<file path="config.mk">
export PLATFORM = sky130hd
export DESIGN_NAME = lamp_zone_light_classifier
export DESIGN_NICKNAME = d
export VERILOG_FILES = /design/src/design/lzlc_pkg.sv /design/src/design/lzlc_zone_counter.sv /design/src/design/lzlc_decide.sv /design/src/design/lamp_zone_light_classifier.sv
export SDC_FILE = /design/constraint.sdc
export NUM_CORES = 1
export LEC_CHECK = 0
export ABC_AREA = 1
export BUFFER_PORTS_ARGS = -buffer_cell sky130_fd_sc_hd__clkbuf_2
export CORE_MARGIN = 2
export CORE_UTILIZATION = 30
export DETAILED_ROUTE_END_ITERATION = 10
export SYNTH_ARGS = -nofsm -noshare
export SYNTH_HDL_FRONTEND = slang
export SYNTH_SLANG_ARGS = --single-unit
</file>
<file path="constraint.sdc">
create_clock -name clk -period 19.3 [get_ports clk]
set_input_delay 3.86 -clock clk [delete_from_list [all_inputs] [get_ports clk]]
set_output_delay 3.86 -clock clk [all_outputs]
set_load 0.01 [all_outputs]
</file>
<file path="src/design/lzlc_pkg.sv">
// ----------------------------------------------------------------------------
// lzlc_pkg: shared types and constants of the lamp zone light classifier
// Field widths, light case and kind codes, zone codes and the item structs
// that travel between the stages.
// ----------------------------------------------------------------------------
package lzlc_pkg;

    // Field widths
    localparam int DIM_W    = 11;
    localparam int COUNT_W  = 21;
    localparam int CASE_W   = 4;
    localparam int KIND_W   = 3;
    localparam int ZONE_W   = 3;
    localparam int LAMP_W   = 3;
    localparam int ZONES    = 4;
    localparam int ZIDX_W   = $clog2(ZONES);

    // Default box dimension limit
    localparam int MAX_DIM_DEFAULT = 1024;

    // Lamp count register
    localparam logic [LAMP_W-1:0] LAMP_THREE = LAMP_W'(3);
    localparam logic [LAMP_W-1:0] LAMP_RESET = LAMP_W'(4);

    // Saturation value of a zone counter
    localparam logic [COUNT_W-1:0] COUNT_MAX = '1;

    // floor(w/3) as (w * RECIP3) >> RECIP3_SHIFT, exact for w below 2**DIM_W
    localparam int RECIP3       = 683;
    localparam int RECIP3_W     = 10;
    localparam int RECIP3_SHIFT = DIM_W;

    // Light case codes
    localparam logic [CASE_W-1:0] CASE_NONE        = CASE_W'(0);
    localparam logic [CASE_W-1:0] CASE3_RED        = CASE_W'(1);
    localparam logic [CASE_W-1:0] CASE3_YELLOW     = CASE_W'(2);
    localparam logic [CASE_W-1:0] CASE3_GREEN      = CASE_W'(3);
    localparam logic [CASE_W-1:0] CASE4_RED        = CASE_W'(4);
    localparam logic [CASE_W-1:0] CASE4_YELLOW     = CASE_W'(5);
    localparam logic [CASE_W-1:0] CASE4_GREEN      = CASE_W'(6);
    localparam logic [CASE_W-1:0] CASE4_LEFT_RED   = CASE_W'(7);
    localparam logic [CASE_W-1:0] CASE4_LEFT_GREEN = CASE_W'(8);

    // Light kind codes
    localparam logic [KIND_W-1:0] KIND_NONE          = KIND_W'(0);
    localparam logic [KIND_W-1:0] KIND_RED           = KIND_W'(1);
    localparam logic [KIND_W-1:0] KIND_YELLOW        = KIND_W'(2);
    localparam logic [KIND_W-1:0] KIND_STRAIGHT      = KIND_W'(3);
    localparam logic [KIND_W-1:0] KIND_LEFT          = KIND_W'(4);
    localparam logic [KIND_W-1:0] KIND_STRAIGHT_LEFT = KIND_W'(5);

    // Winning zone codes, the last two are the left-arrow remaps
    localparam logic [ZONE_W-1:0] ZONE_0          = ZONE_W'(0);
    localparam logic [ZONE_W-1:0] ZONE_1          = ZONE_W'(1);
    localparam logic [ZONE_W-1:0] ZONE_2          = ZONE_W'(2);
    localparam logic [ZONE_W-1:0] ZONE_3          = ZONE_W'(3);
    localparam logic [ZONE_W-1:0] ZONE_LEFT_RED   = ZONE_W'(4);
    localparam logic [ZONE_W-1:0] ZONE_LEFT_GREEN = ZONE_W'(5);

    // Pixel request
    typedef struct packed {
        logic             lit;
        logic [DIM_W-1:0] box_width;
        logic [DIM_W-1:0] box_height;
        logic             last_pixel;
    } pixel_t;

    // Result request
    typedef struct packed {
        logic [CASE_W-1:0]  light_case;
        logic [KIND_W-1:0]  light_kind;
        logic [ZONE_W-1:0]  winning_zone;
        logic [COUNT_W-1:0] zone0_lit;
        logic [COUNT_W-1:0] zone1_lit;
        logic [COUNT_W-1:0] zone2_lit;
        logic [COUNT_W-1:0] zone3_lit;
    } result_t;

    // Zone counts of a finished box, handed to the decision stage
    typedef struct packed {
        logic [ZONES-1:0][COUNT_W-1:0] counts;
        logic [DIM_W-1:0]              box_width;
        logic [DIM_W-1:0]              box_height;
        logic                          three;
    } zone_snap_t;

endpackage

</file>
<file path="src/design/lzlc_zone_counter.sv">
// ----------------------------------------------------------------------------
// lzlc_zone_counter: pixel register, column tracking and zone counters
// Registers each pixel, finds its vertical zone from the column position
// and, if the pixel is lit, bumps that zone's saturating counter. On the last pixel of a box the
// counts are captured into the snapshot register and the counters clear.
// ----------------------------------------------------------------------------
module lzlc_zone_counter
    import lzlc_pkg::*;
#(
    parameter int MAX_DIM = MAX_DIM_DEFAULT
)
(
    input  logic       clk,
    input  logic       rst_n,
    input  logic       three,
    input  logic       pixel_valid,
    output logic       pixel_ready,
    input  pixel_t     pixel,
    output logic       snap_valid,
    input  logic       snap_ready,
    output zone_snap_t snap
);

    localparam int COL_W = $clog2(MAX_DIM);
    localparam int Q_W   = DIM_W - 1;
    localparam int CMP_W = ((COL_W > DIM_W + 1) ? COL_W : DIM_W + 1) + 1;
    localparam logic [DIM_W-1:0] DIM_CLAMP =
        (MAX_DIM >= (2 ** DIM_W)) ? {DIM_W{1'b1}} : DIM_W'(MAX_DIM);

    logic                          s1_valid_reg;
    pixel_t                        s1_item_reg;
    logic [COL_W-1:0]              col_reg;
    logic [COL_W-1:0]              col_next;
    logic [ZONES-1:0][COUNT_W-1:0] count_reg;
    logic [ZONES-1:0][COUNT_W-1:0] count_next;
    logic                          snap_valid_reg;
    zone_snap_t                    snap_reg;

    logic                          snap_free;
    logic                          s1_fire;
    pixel_t                        pixel_clamped;
    logic [DIM_W+RECIP3_W-1:0]     q3_prod;
    logic [Q_W-1:0]                q;
    logic [CMP_W-1:0]              bound1;
    logic [CMP_W-1:0]              bound2;
    logic [CMP_W-1:0]              bound3;
    logic [CMP_W-1:0]              col_ext;
    logic [CMP_W-1:0]              col_plus;
    logic [CMP_W-1:0]              width_ext;
    logic [ZIDX_W-1:0]             zone;

    // Handshake through the pixel and snapshot registers
    assign snap_free   = !snap_valid_reg || snap_ready;
    assign s1_fire     = s1_valid_reg && (!s1_item_reg.last_pixel || snap_free);
    assign pixel_ready = !s1_valid_reg || s1_fire;

    // Oversized dimensions are taken as the limit
    always_comb
    begin
        pixel_clamped = pixel;
        if (pixel.box_width > DIM_CLAMP)
        begin
            pixel_clamped.box_width = DIM_CLAMP;
        end
        if (pixel.box_height > DIM_CLAMP)
        begin
            pixel_clamped.box_height = DIM_CLAMP;
        end
    end

    // Zone boundaries q, 2q, 3q with q = floor(w / lamps)
    always_comb
    begin
        q3_prod = (DIM_W + RECIP3_W)'(s1_item_reg.box_width) *
                  (DIM_W + RECIP3_W)'(RECIP3);
        if (three)
        begin
            q = q3_prod[RECIP3_SHIFT +: Q_W];
        end
        else
        begin
            q = Q_W'(s1_item_reg.box_width[DIM_W-1:2]);
        end
        bound1 = CMP_W'(q);
        bound2 = CMP_W'(q) << 1;
        bound3 = bound2 + bound1;
    end

    // Zone of the current column
    always_comb
    begin
        col_ext = CMP_W'(col_reg);
        if (col_ext < bound1)
        begin
            zone = ZIDX_W'(0);
        end
        else if (col_ext < bound2)
        begin
            zone = ZIDX_W'(1);
        end
        else if (three || (col_ext < bound3))
        begin
            zone = ZIDX_W'(2);
        end
        else
        begin
            zone = ZIDX_W'(3);
        end
    end

    // Saturating counter update, one lane per zone
    always_comb
    begin
        for (int k = 0; k < ZONES; k++)
        begin
            count_next[k] = count_reg[k];
            if (s1_item_reg.lit && (zone == ZIDX_W'(k)) && (count_reg[k] != COUNT_MAX))
            begin
                count_next[k] = count_reg[k] + COUNT_W'(1);
            end
        end
    end

    // Column advance, wrapping at the box width
    always_comb
    begin
        col_plus  = col_ext + CMP_W'(1);
        width_ext = CMP_W'(s1_item_reg.box_width);
        if (col_plus >= width_ext)
        begin
            col_next = '0;
        end
        else
        begin
            col_next = col_plus[COL_W-1:0];
        end
    end

    // Pixel register
    always_ff @(posedge clk or negedge rst_n)
    begin
        if (!rst_n)
        begin
            s1_valid_reg <= 1'b0;
        end
        else if (pixel_ready)
        begin
            s1_valid_reg <= pixel_valid;
        end
    end

    always_ff @(posedge clk)
    begin
        if (pixel_valid && pixel_ready)
        begin
            s1_item_reg <= pixel_clamped;
        end
    end

    // Counters and column position, cleared after each box
    always_ff @(posedge clk or negedge rst_n)
    begin
        if (!rst_n)
        begin
            count_reg <= '0;
            col_reg   <= '0;
        end
        else if (s1_fire)
        begin
            if (s1_item_reg.last_pixel)
            begin
                count_reg <= '0;
                col_reg   <= '0;
            end
            else
            begin
                count_reg <= count_next;
                col_reg   <= col_next;
            end
        end
    end

    // Snapshot register
    always_ff @(posedge clk or negedge rst_n)
    begin
        if (!rst_n)
        begin
            snap_valid_reg <= 1'b0;
        end
        else if (s1_fire && s1_item_reg.last_pixel)
        begin
            snap_valid_reg <= 1'b1;
        end
        else if (snap_ready)
        begin
            snap_valid_reg <= 1'b0;
        end
    end

    always_ff @(posedge clk)
    begin
        if (s1_fire && s1_item_reg.last_pixel)
        begin
            snap_reg.counts     <= count_next;
            snap_reg.box_width  <= s1_item_reg.box_width;
            snap_reg.box_height <= s1_item_reg.box_height;
            snap_reg.three      <= three;
        end
    end

    assign snap_valid = snap_valid_reg;
    assign snap       = snap_reg;

endmodule

</file>
<file path="src/design/lzlc_decide.sv">
// ----------------------------------------------------------------------------
// lzlc_decide: winner selection, left-arrow remap and result register
// Picks the zone with the most lit pixels, applies the zone 2 threshold
// test against the box area and maps the winner to light case and kind.
// ----------------------------------------------------------------------------
module lzlc_decide
    import lzlc_pkg::*;
(
    input  logic       clk,
    input  logic       rst_n,
    input  logic       snap_valid,
    output logic       snap_ready,
    input  zone_snap_t snap,
    output logic       result_valid,
    input  logic       result_ready,
    output result_t    result
);

    localparam int AREA_W = 2 * DIM_W;
    localparam int THR_W  = COUNT_W + 5;

    logic                          result_valid_reg;
    result_t                       result_reg;
    result_t                       result_next;

    logic [ZONES-1:0][COUNT_W-1:0] c;
    logic [COUNT_W-1:0]            best;
    logic [ZIDX_W-1:0]             best_idx;
    logic [AREA_W-1:0]             area;
    logic [THR_W-1:0]              c2_scaled;
    logic                          zone2_strong;
    logic [ZONE_W-1:0]             win;

    // Zone 3 is ignored for three lamps
    always_comb
    begin
        c = snap.counts;
        if (snap.three)
        begin
            c[3] = '0;
        end
    end

    // Largest count, ties go to the lowest zone
    always_comb
    begin
        best     = c[0];
        best_idx = '0;
        for (int k = 1; k < ZONES; k++)
        begin
            if (c[k] > best)
            begin
                best     = c[k];
                best_idx = ZIDX_W'(k);
            end
        end
    end

    // zone2 > floor(area / d) is the same as zone2 * d > area
    always_comb
    begin
        area = AREA_W'(snap.box_width) * AREA_W'(snap.box_height);
        if (snap.three)
        begin
            c2_scaled = (THR_W'(c[2]) << 3) + (THR_W'(c[2]) << 2);
        end
        else
        begin
            c2_scaled = (THR_W'(c[2]) << 5) - (THR_W'(c[2]) << 2);
        end
        zone2_strong = c2_scaled > THR_W'(area);
    end

    // Zone 2 remap: left-arrow codes for four lamps, zone 0 to zone 2 for three lamps
    always_comb
    begin
        win = ZONE_W'(best_idx);
        if (zone2_strong)
        begin
            if (snap.three)
            begin
                if (win == ZONE_0)
                begin
                    win = ZONE_2;
                end
            end
            else
            begin
                if (win == ZONE_0)
                begin
                    win = ZONE_LEFT_RED;
                end
                else if (win == ZONE_3)
                begin
                    win = ZONE_LEFT_GREEN;
                end
            end
        end
    end

    // Winner to light case and kind
    always_comb
    begin
        result_next.winning_zone = win;
        result_next.zone0_lit    = c[0];
        result_next.zone1_lit    = c[1];
        result_next.zone2_lit    = c[2];
        result_next.zone3_lit    = c[3];
        if (snap.three)
        begin
            unique case (win)
                ZONE_0:
                begin
                    result_next.light_case = CASE3_RED;
                    result_next.light_kind = KIND_RED;
                end
                ZONE_1:
                begin
                    result_next.light_case = CASE3_YELLOW;
                    result_next.light_kind = KIND_YELLOW;
                end
                ZONE_2:
                begin
                    result_next.light_case = CASE3_GREEN;
                    result_next.light_kind = KIND_STRAIGHT;
                end
                default:
                begin
                    result_next.light_case = CASE_NONE;
                    result_next.light_kind = KIND_NONE;
                end
            endcase
        end
        else
        begin
            unique case (win)
                ZONE_0:
                begin
                    result_next.light_case = CASE4_RED;
                    result_next.light_kind = KIND_RED;
                end
                ZONE_1:
                begin
                    result_next.light_case = CASE4_YELLOW;
                    result_next.light_kind = KIND_YELLOW;
                end
                ZONE_3:
                begin
                    result_next.light_case = CASE4_GREEN;
                    result_next.light_kind = KIND_STRAIGHT;
                end
                ZONE_LEFT_RED:
                begin
                    result_next.light_case = CASE4_LEFT_RED;
                    result_next.light_kind = KIND_LEFT;
                end
                ZONE_LEFT_GREEN:
                begin
                    result_next.light_case = CASE4_LEFT_GREEN;
                    result_next.light_kind = KIND_STRAIGHT_LEFT;
                end
                default:
                begin
                    result_next.light_case = CASE_NONE;
                    result_next.light_kind = KIND_NONE;
                end
            endcase
        end
    end

    // Result register
    assign snap_ready = !result_valid_reg || result_ready;

    always_ff @(posedge clk or negedge rst_n)
    begin
        if (!rst_n)
        begin
            result_valid_reg <= 1'b0;
        end
        else if (snap_ready)
        begin
            result_valid_reg <= snap_valid;
        end
    end

    always_ff @(posedge clk)
    begin
        if (snap_valid && snap_ready)
        begin
            result_reg <= result_next;
        end
    end

    assign result_valid = result_valid_reg;
    assign result       = result_reg;

endmodule

</file>
<file path="src/design/lamp_zone_light_classifier.sv">
// ----------------------------------------------------------------------------
// lamp_zone_light_classifier: traffic light classifier from zone lit counts
// Counts lit pixels per vertical lamp zone of a box and, on the last pixel,
// reports the light case, light kind, winning zone and the zone counts.
// ----------------------------------------------------------------------------
// Throughput: one pixel per cycle, unless a box's last pixel waits for the snapshot register.
// Path: the last pixel passes through the pixel register, the snapshot register
// and the result register in turn before the result is valid.
// Reset: zone counters and column position clear, lamp_count returns to 4,
// no request is pending on either side.
module lamp_zone_light_classifier
    import lzlc_pkg::*;
#(
    parameter int MAX_DIM = MAX_DIM_DEFAULT
)
(
    input  logic              clk,
    input  logic              rst_n,
    input  logic              cfg_valid,
    output logic              cfg_ready,
    input  logic [LAMP_W-1:0] cfg_data,
    input  logic              pixel_valid,
    output logic              pixel_ready,
    input  pixel_t            pixel,
    output logic              result_valid,
    input  logic              result_ready,
    output result_t           result
);

    logic [LAMP_W-1:0] lamp_count_reg;
    logic              three;
    logic              snap_valid;
    logic              snap_ready;
    zone_snap_t        snap;

    // Lamp count register, always ready
    assign cfg_ready = 1'b1;

    always_ff @(posedge clk or negedge rst_n)
    begin
        if (!rst_n)
        begin
            lamp_count_reg <= LAMP_RESET;
        end
        else if (cfg_valid && cfg_ready)
        begin
            lamp_count_reg <= cfg_data;
        end
    end

    // Any count other than three runs as four lamps
    assign three = (lamp_count_reg == LAMP_THREE);

    lzlc_zone_counter #(
        .MAX_DIM (MAX_DIM)
    ) u_zone_counter (
        .clk         (clk),
        .rst_n       (rst_n),
        .three       (three),
        .pixel_valid (pixel_valid),
        .pixel_ready (pixel_ready),
        .pixel       (pixel),
        .snap_valid  (snap_valid),
        .snap_ready  (snap_ready),
        .snap        (snap)
    );

    lzlc_decide u_decide (
        .clk          (clk),
        .rst_n        (rst_n),
        .snap_valid   (snap_valid),
        .snap_ready   (snap_ready),
        .snap         (snap),
        .result_valid (result_valid),
        .result_ready (result_ready),
        .result       (result)
    );

endmodule
</file>
==> impl_metrics.yaml <==
worst_setup_path:
  arrival_ps: 4810
  cp_max_fo: 3
  cp-start-kind: "input pin"
  endpoint_kind: "primary output"
  setup.worst_path.class: "input pin to primary output"
  crit_required_ps: 15440
global_route:
  grt_max_degree: 72
  grt_pass1_wl_um: 110300
  overflow: 0
  globalRouteTotalUtil_pct: 15.37
  grt_pass1_vias: 20405
  grt_antenna_before_repair: 0
power_and_ir_drop:
  p_per_area_nw_per_um2: 91.19
  p_leak_nw: 14.83
  vdd_ir_drop_max_v: 0.00006698
  finalPower_mw: 2.723
timing:
  period_needed_ps: 8674
  fin_tns_setup_ps: 0
  finalHoldViolCount: 0
  whs_ps: 421.9
  maxSlewViolCount: 0
  worst_slew_pin_slew_ps: 1069
  max_freq_mhz: 115.3
  max-slew-margin-rel_pct: 28.70
  grt_setup_unrepaired: "false"
  fin_skew_ps: 31.36
  setup_viol: 0
  finalWorstSetupSlack_ps: 10630
  period_share_pct: 44.94
floorplan:
  pin_count: 129
  fp.dieW_um: 302.0
  fp-row-count: 109
  die_h_um: 302.0
  start_util_pct: 30.19
  dieArea_um2: 91190
  fp.coreArea_um2: 88240
place:
  portBuffers: 127
  place_ws_ps: 10650
  place_area_um2: 28480
  placedCellCount: 4453
  gp_congestion: 0.8839
  dp_hpwl_um: 55330
clock_tree:
  cts.clk_slew.worst_paths_ps: 60
  cts.root.buffer_cell: "clkbuf_16"
  clockBufferDepth: 3
  numCtsBuffers: 40
  cts_tree: "built"
  cts_setup_buffers: 0
  postCtsHoldBufs: 0
  cts_sinks: 325
  cts_resized: 0
  clock_latency_ps: 580
  htreeDepth: 2
job:
  max-cap-violations: 0
logic_synthesis:
  synth_edf_count: 225
  synth-seq-cells: 325
  avgSynthCellArea_um2: 8.247
  synthCells: 3230
  synth_area_um2: 26640
  syn-num-nets: 3673
  async_reset_ff_share_pct: 30.77
  synth_seq_area_share_pct: 34.76
  synth_flop_cell: "edfxtp_1"
  synth_cell_types: 56
  synth_warnings: 0
min_path:
  hold_path.class: "flip-flop to flip-flop"
layout:
  multi_input_comb_area_um2: 14910
  area_growth_pct: 12.09
  register_area_um2: 9260
  final_cell_mix: "828 x nand2_1, 554 x inv_1, 303 x ha_1"
  num_antenna_cells: 0
  drive_gt1_share_pct: 7.704
  fin_util_pct: 33.84
  nFillCells: 9192
  finalNonFillerCells: 4527
  nets: 3773
  largest_reg_flops: 107
  design_area_um2: 29860
  layout_commonest_cell: "nand2_1"
drt:
  vias: 21317
  wl_um: 70390
  firstDrtPassIters: 5
  via_per_inst: 4.709
  drc_errors: 0
  wl_per_cell_um: 15.55
  ant_nets: 0
  drt_iter0_drc: 1375
run_status:
  status: "completed"
==> power breakdown <==
| group | switching [mW] | internal, mW | leakage [nW] |
|---|---|---|---|
| logic | 0.672 | 0.423 | 10.7 |
| registers | 0.0431 | 0.793 | 3.50 |
| clock network | 0.319 | 0.473 | 0.668 |
| total | 1.03 | 1.69 | 14.8 |
==> path summary, 6_finish.rpt <==
check                           slack (ps)                           end  depth (start not counted)                            from
worst min register to register         420        u_zone_counter.snap[1]                          0   u_zone_counter.s1_item_reg[1]
worst min-delay path                   420        u_zone_counter.snap[1]                          0   u_zone_counter.s1_item_reg[1]
max in group asynchronous            14690  u_zone_counter.count_reg[38]                          2                           rst_n
worst max register to register       10950       u_zone_counter.snap[73]                         39  u_zone_counter.s1_item_reg[15]
worst max-delay path                 10630                   pixel_ready                          6                    result_ready
min in group asynchronous             3270  u_zone_counter.count_reg[72]                          1                           rst_n
==> critical path: stages <==
cell      delay (ps)
clkbuf_2          80
nor2_1           220
inv_1            110
nor2_1           250
nand3_1          140
clkbuf_2         150
==> final cells by class <==
cell class / count / share of cell area (%)
clock inverter: 26 / 0.9974
clock buffer: 48 / 3.625
tap: 1165 / 4.882
timing repair buffer: 140 / 2.464
multi-input combinational: 2261 / 49.94
sequential: 325 / 31.01
inverter: 562 / 7.074
==> Yosys cell counts (13+ instances only) <==
cell type / number / share of area (%)
xor2_1: 94 / 3.1
nor4_1: 15 / 0.35
a21oi_1: 160 / 3.0
inv_1: 555 / 7.8
edfxtp_1: 225 / 25
nand3_1: 124 / 2.3
ha_1: 303 / 14
xnor2_1: 14 / 0.46
nor2_1: 180 / 2.5
nand2_1: 829 / 12
fa_1: 108 / 8.1
and2_1: 13 / 0.31
clkbuf_1: 55 / 0.78
o21ai_0: 147 / 2.8
nor3_1: 49 / 0.92
o21ai_1: 18 / 0.34
dfrtp_1: 99 / 9.3
nand4_1: 89 / 2.1
==> kinds of logic (layout without fill, tap and decap cells) <==
| group | after synthesis | in the layout | synth area share (%) |
|---|---|---|---|
| buffers and inverters | 644 | 776 | 9.376 |
| AND/OR/NAND/NOR | 1335 | 1335 | 21.43 |
| AO/OA/AOI/OAI | 404 | 404 | 8.432 |
| XOR/XNOR | 108 | 108 | 3.551 |
| multiplexers | 2 | 2 | 0.07985 |
| adder cells (fa/ha/maj) | 411 | 411 | 22.35 |
| other | 1 | 1 | 0.01408 |
| flip-flops | 325 | 325 | 34.76 |
==> routing by layer <==
metal	wire length, µm	share of wire [%]	global-route usage, %
met1	31820	45	20.47
met2	33230	47	25.82
met3	2915	4.1	1.559
met4	2427	3.4	5.740
met5	0	0	0
No activity file was read; power rests on OpenSTA's default activity.
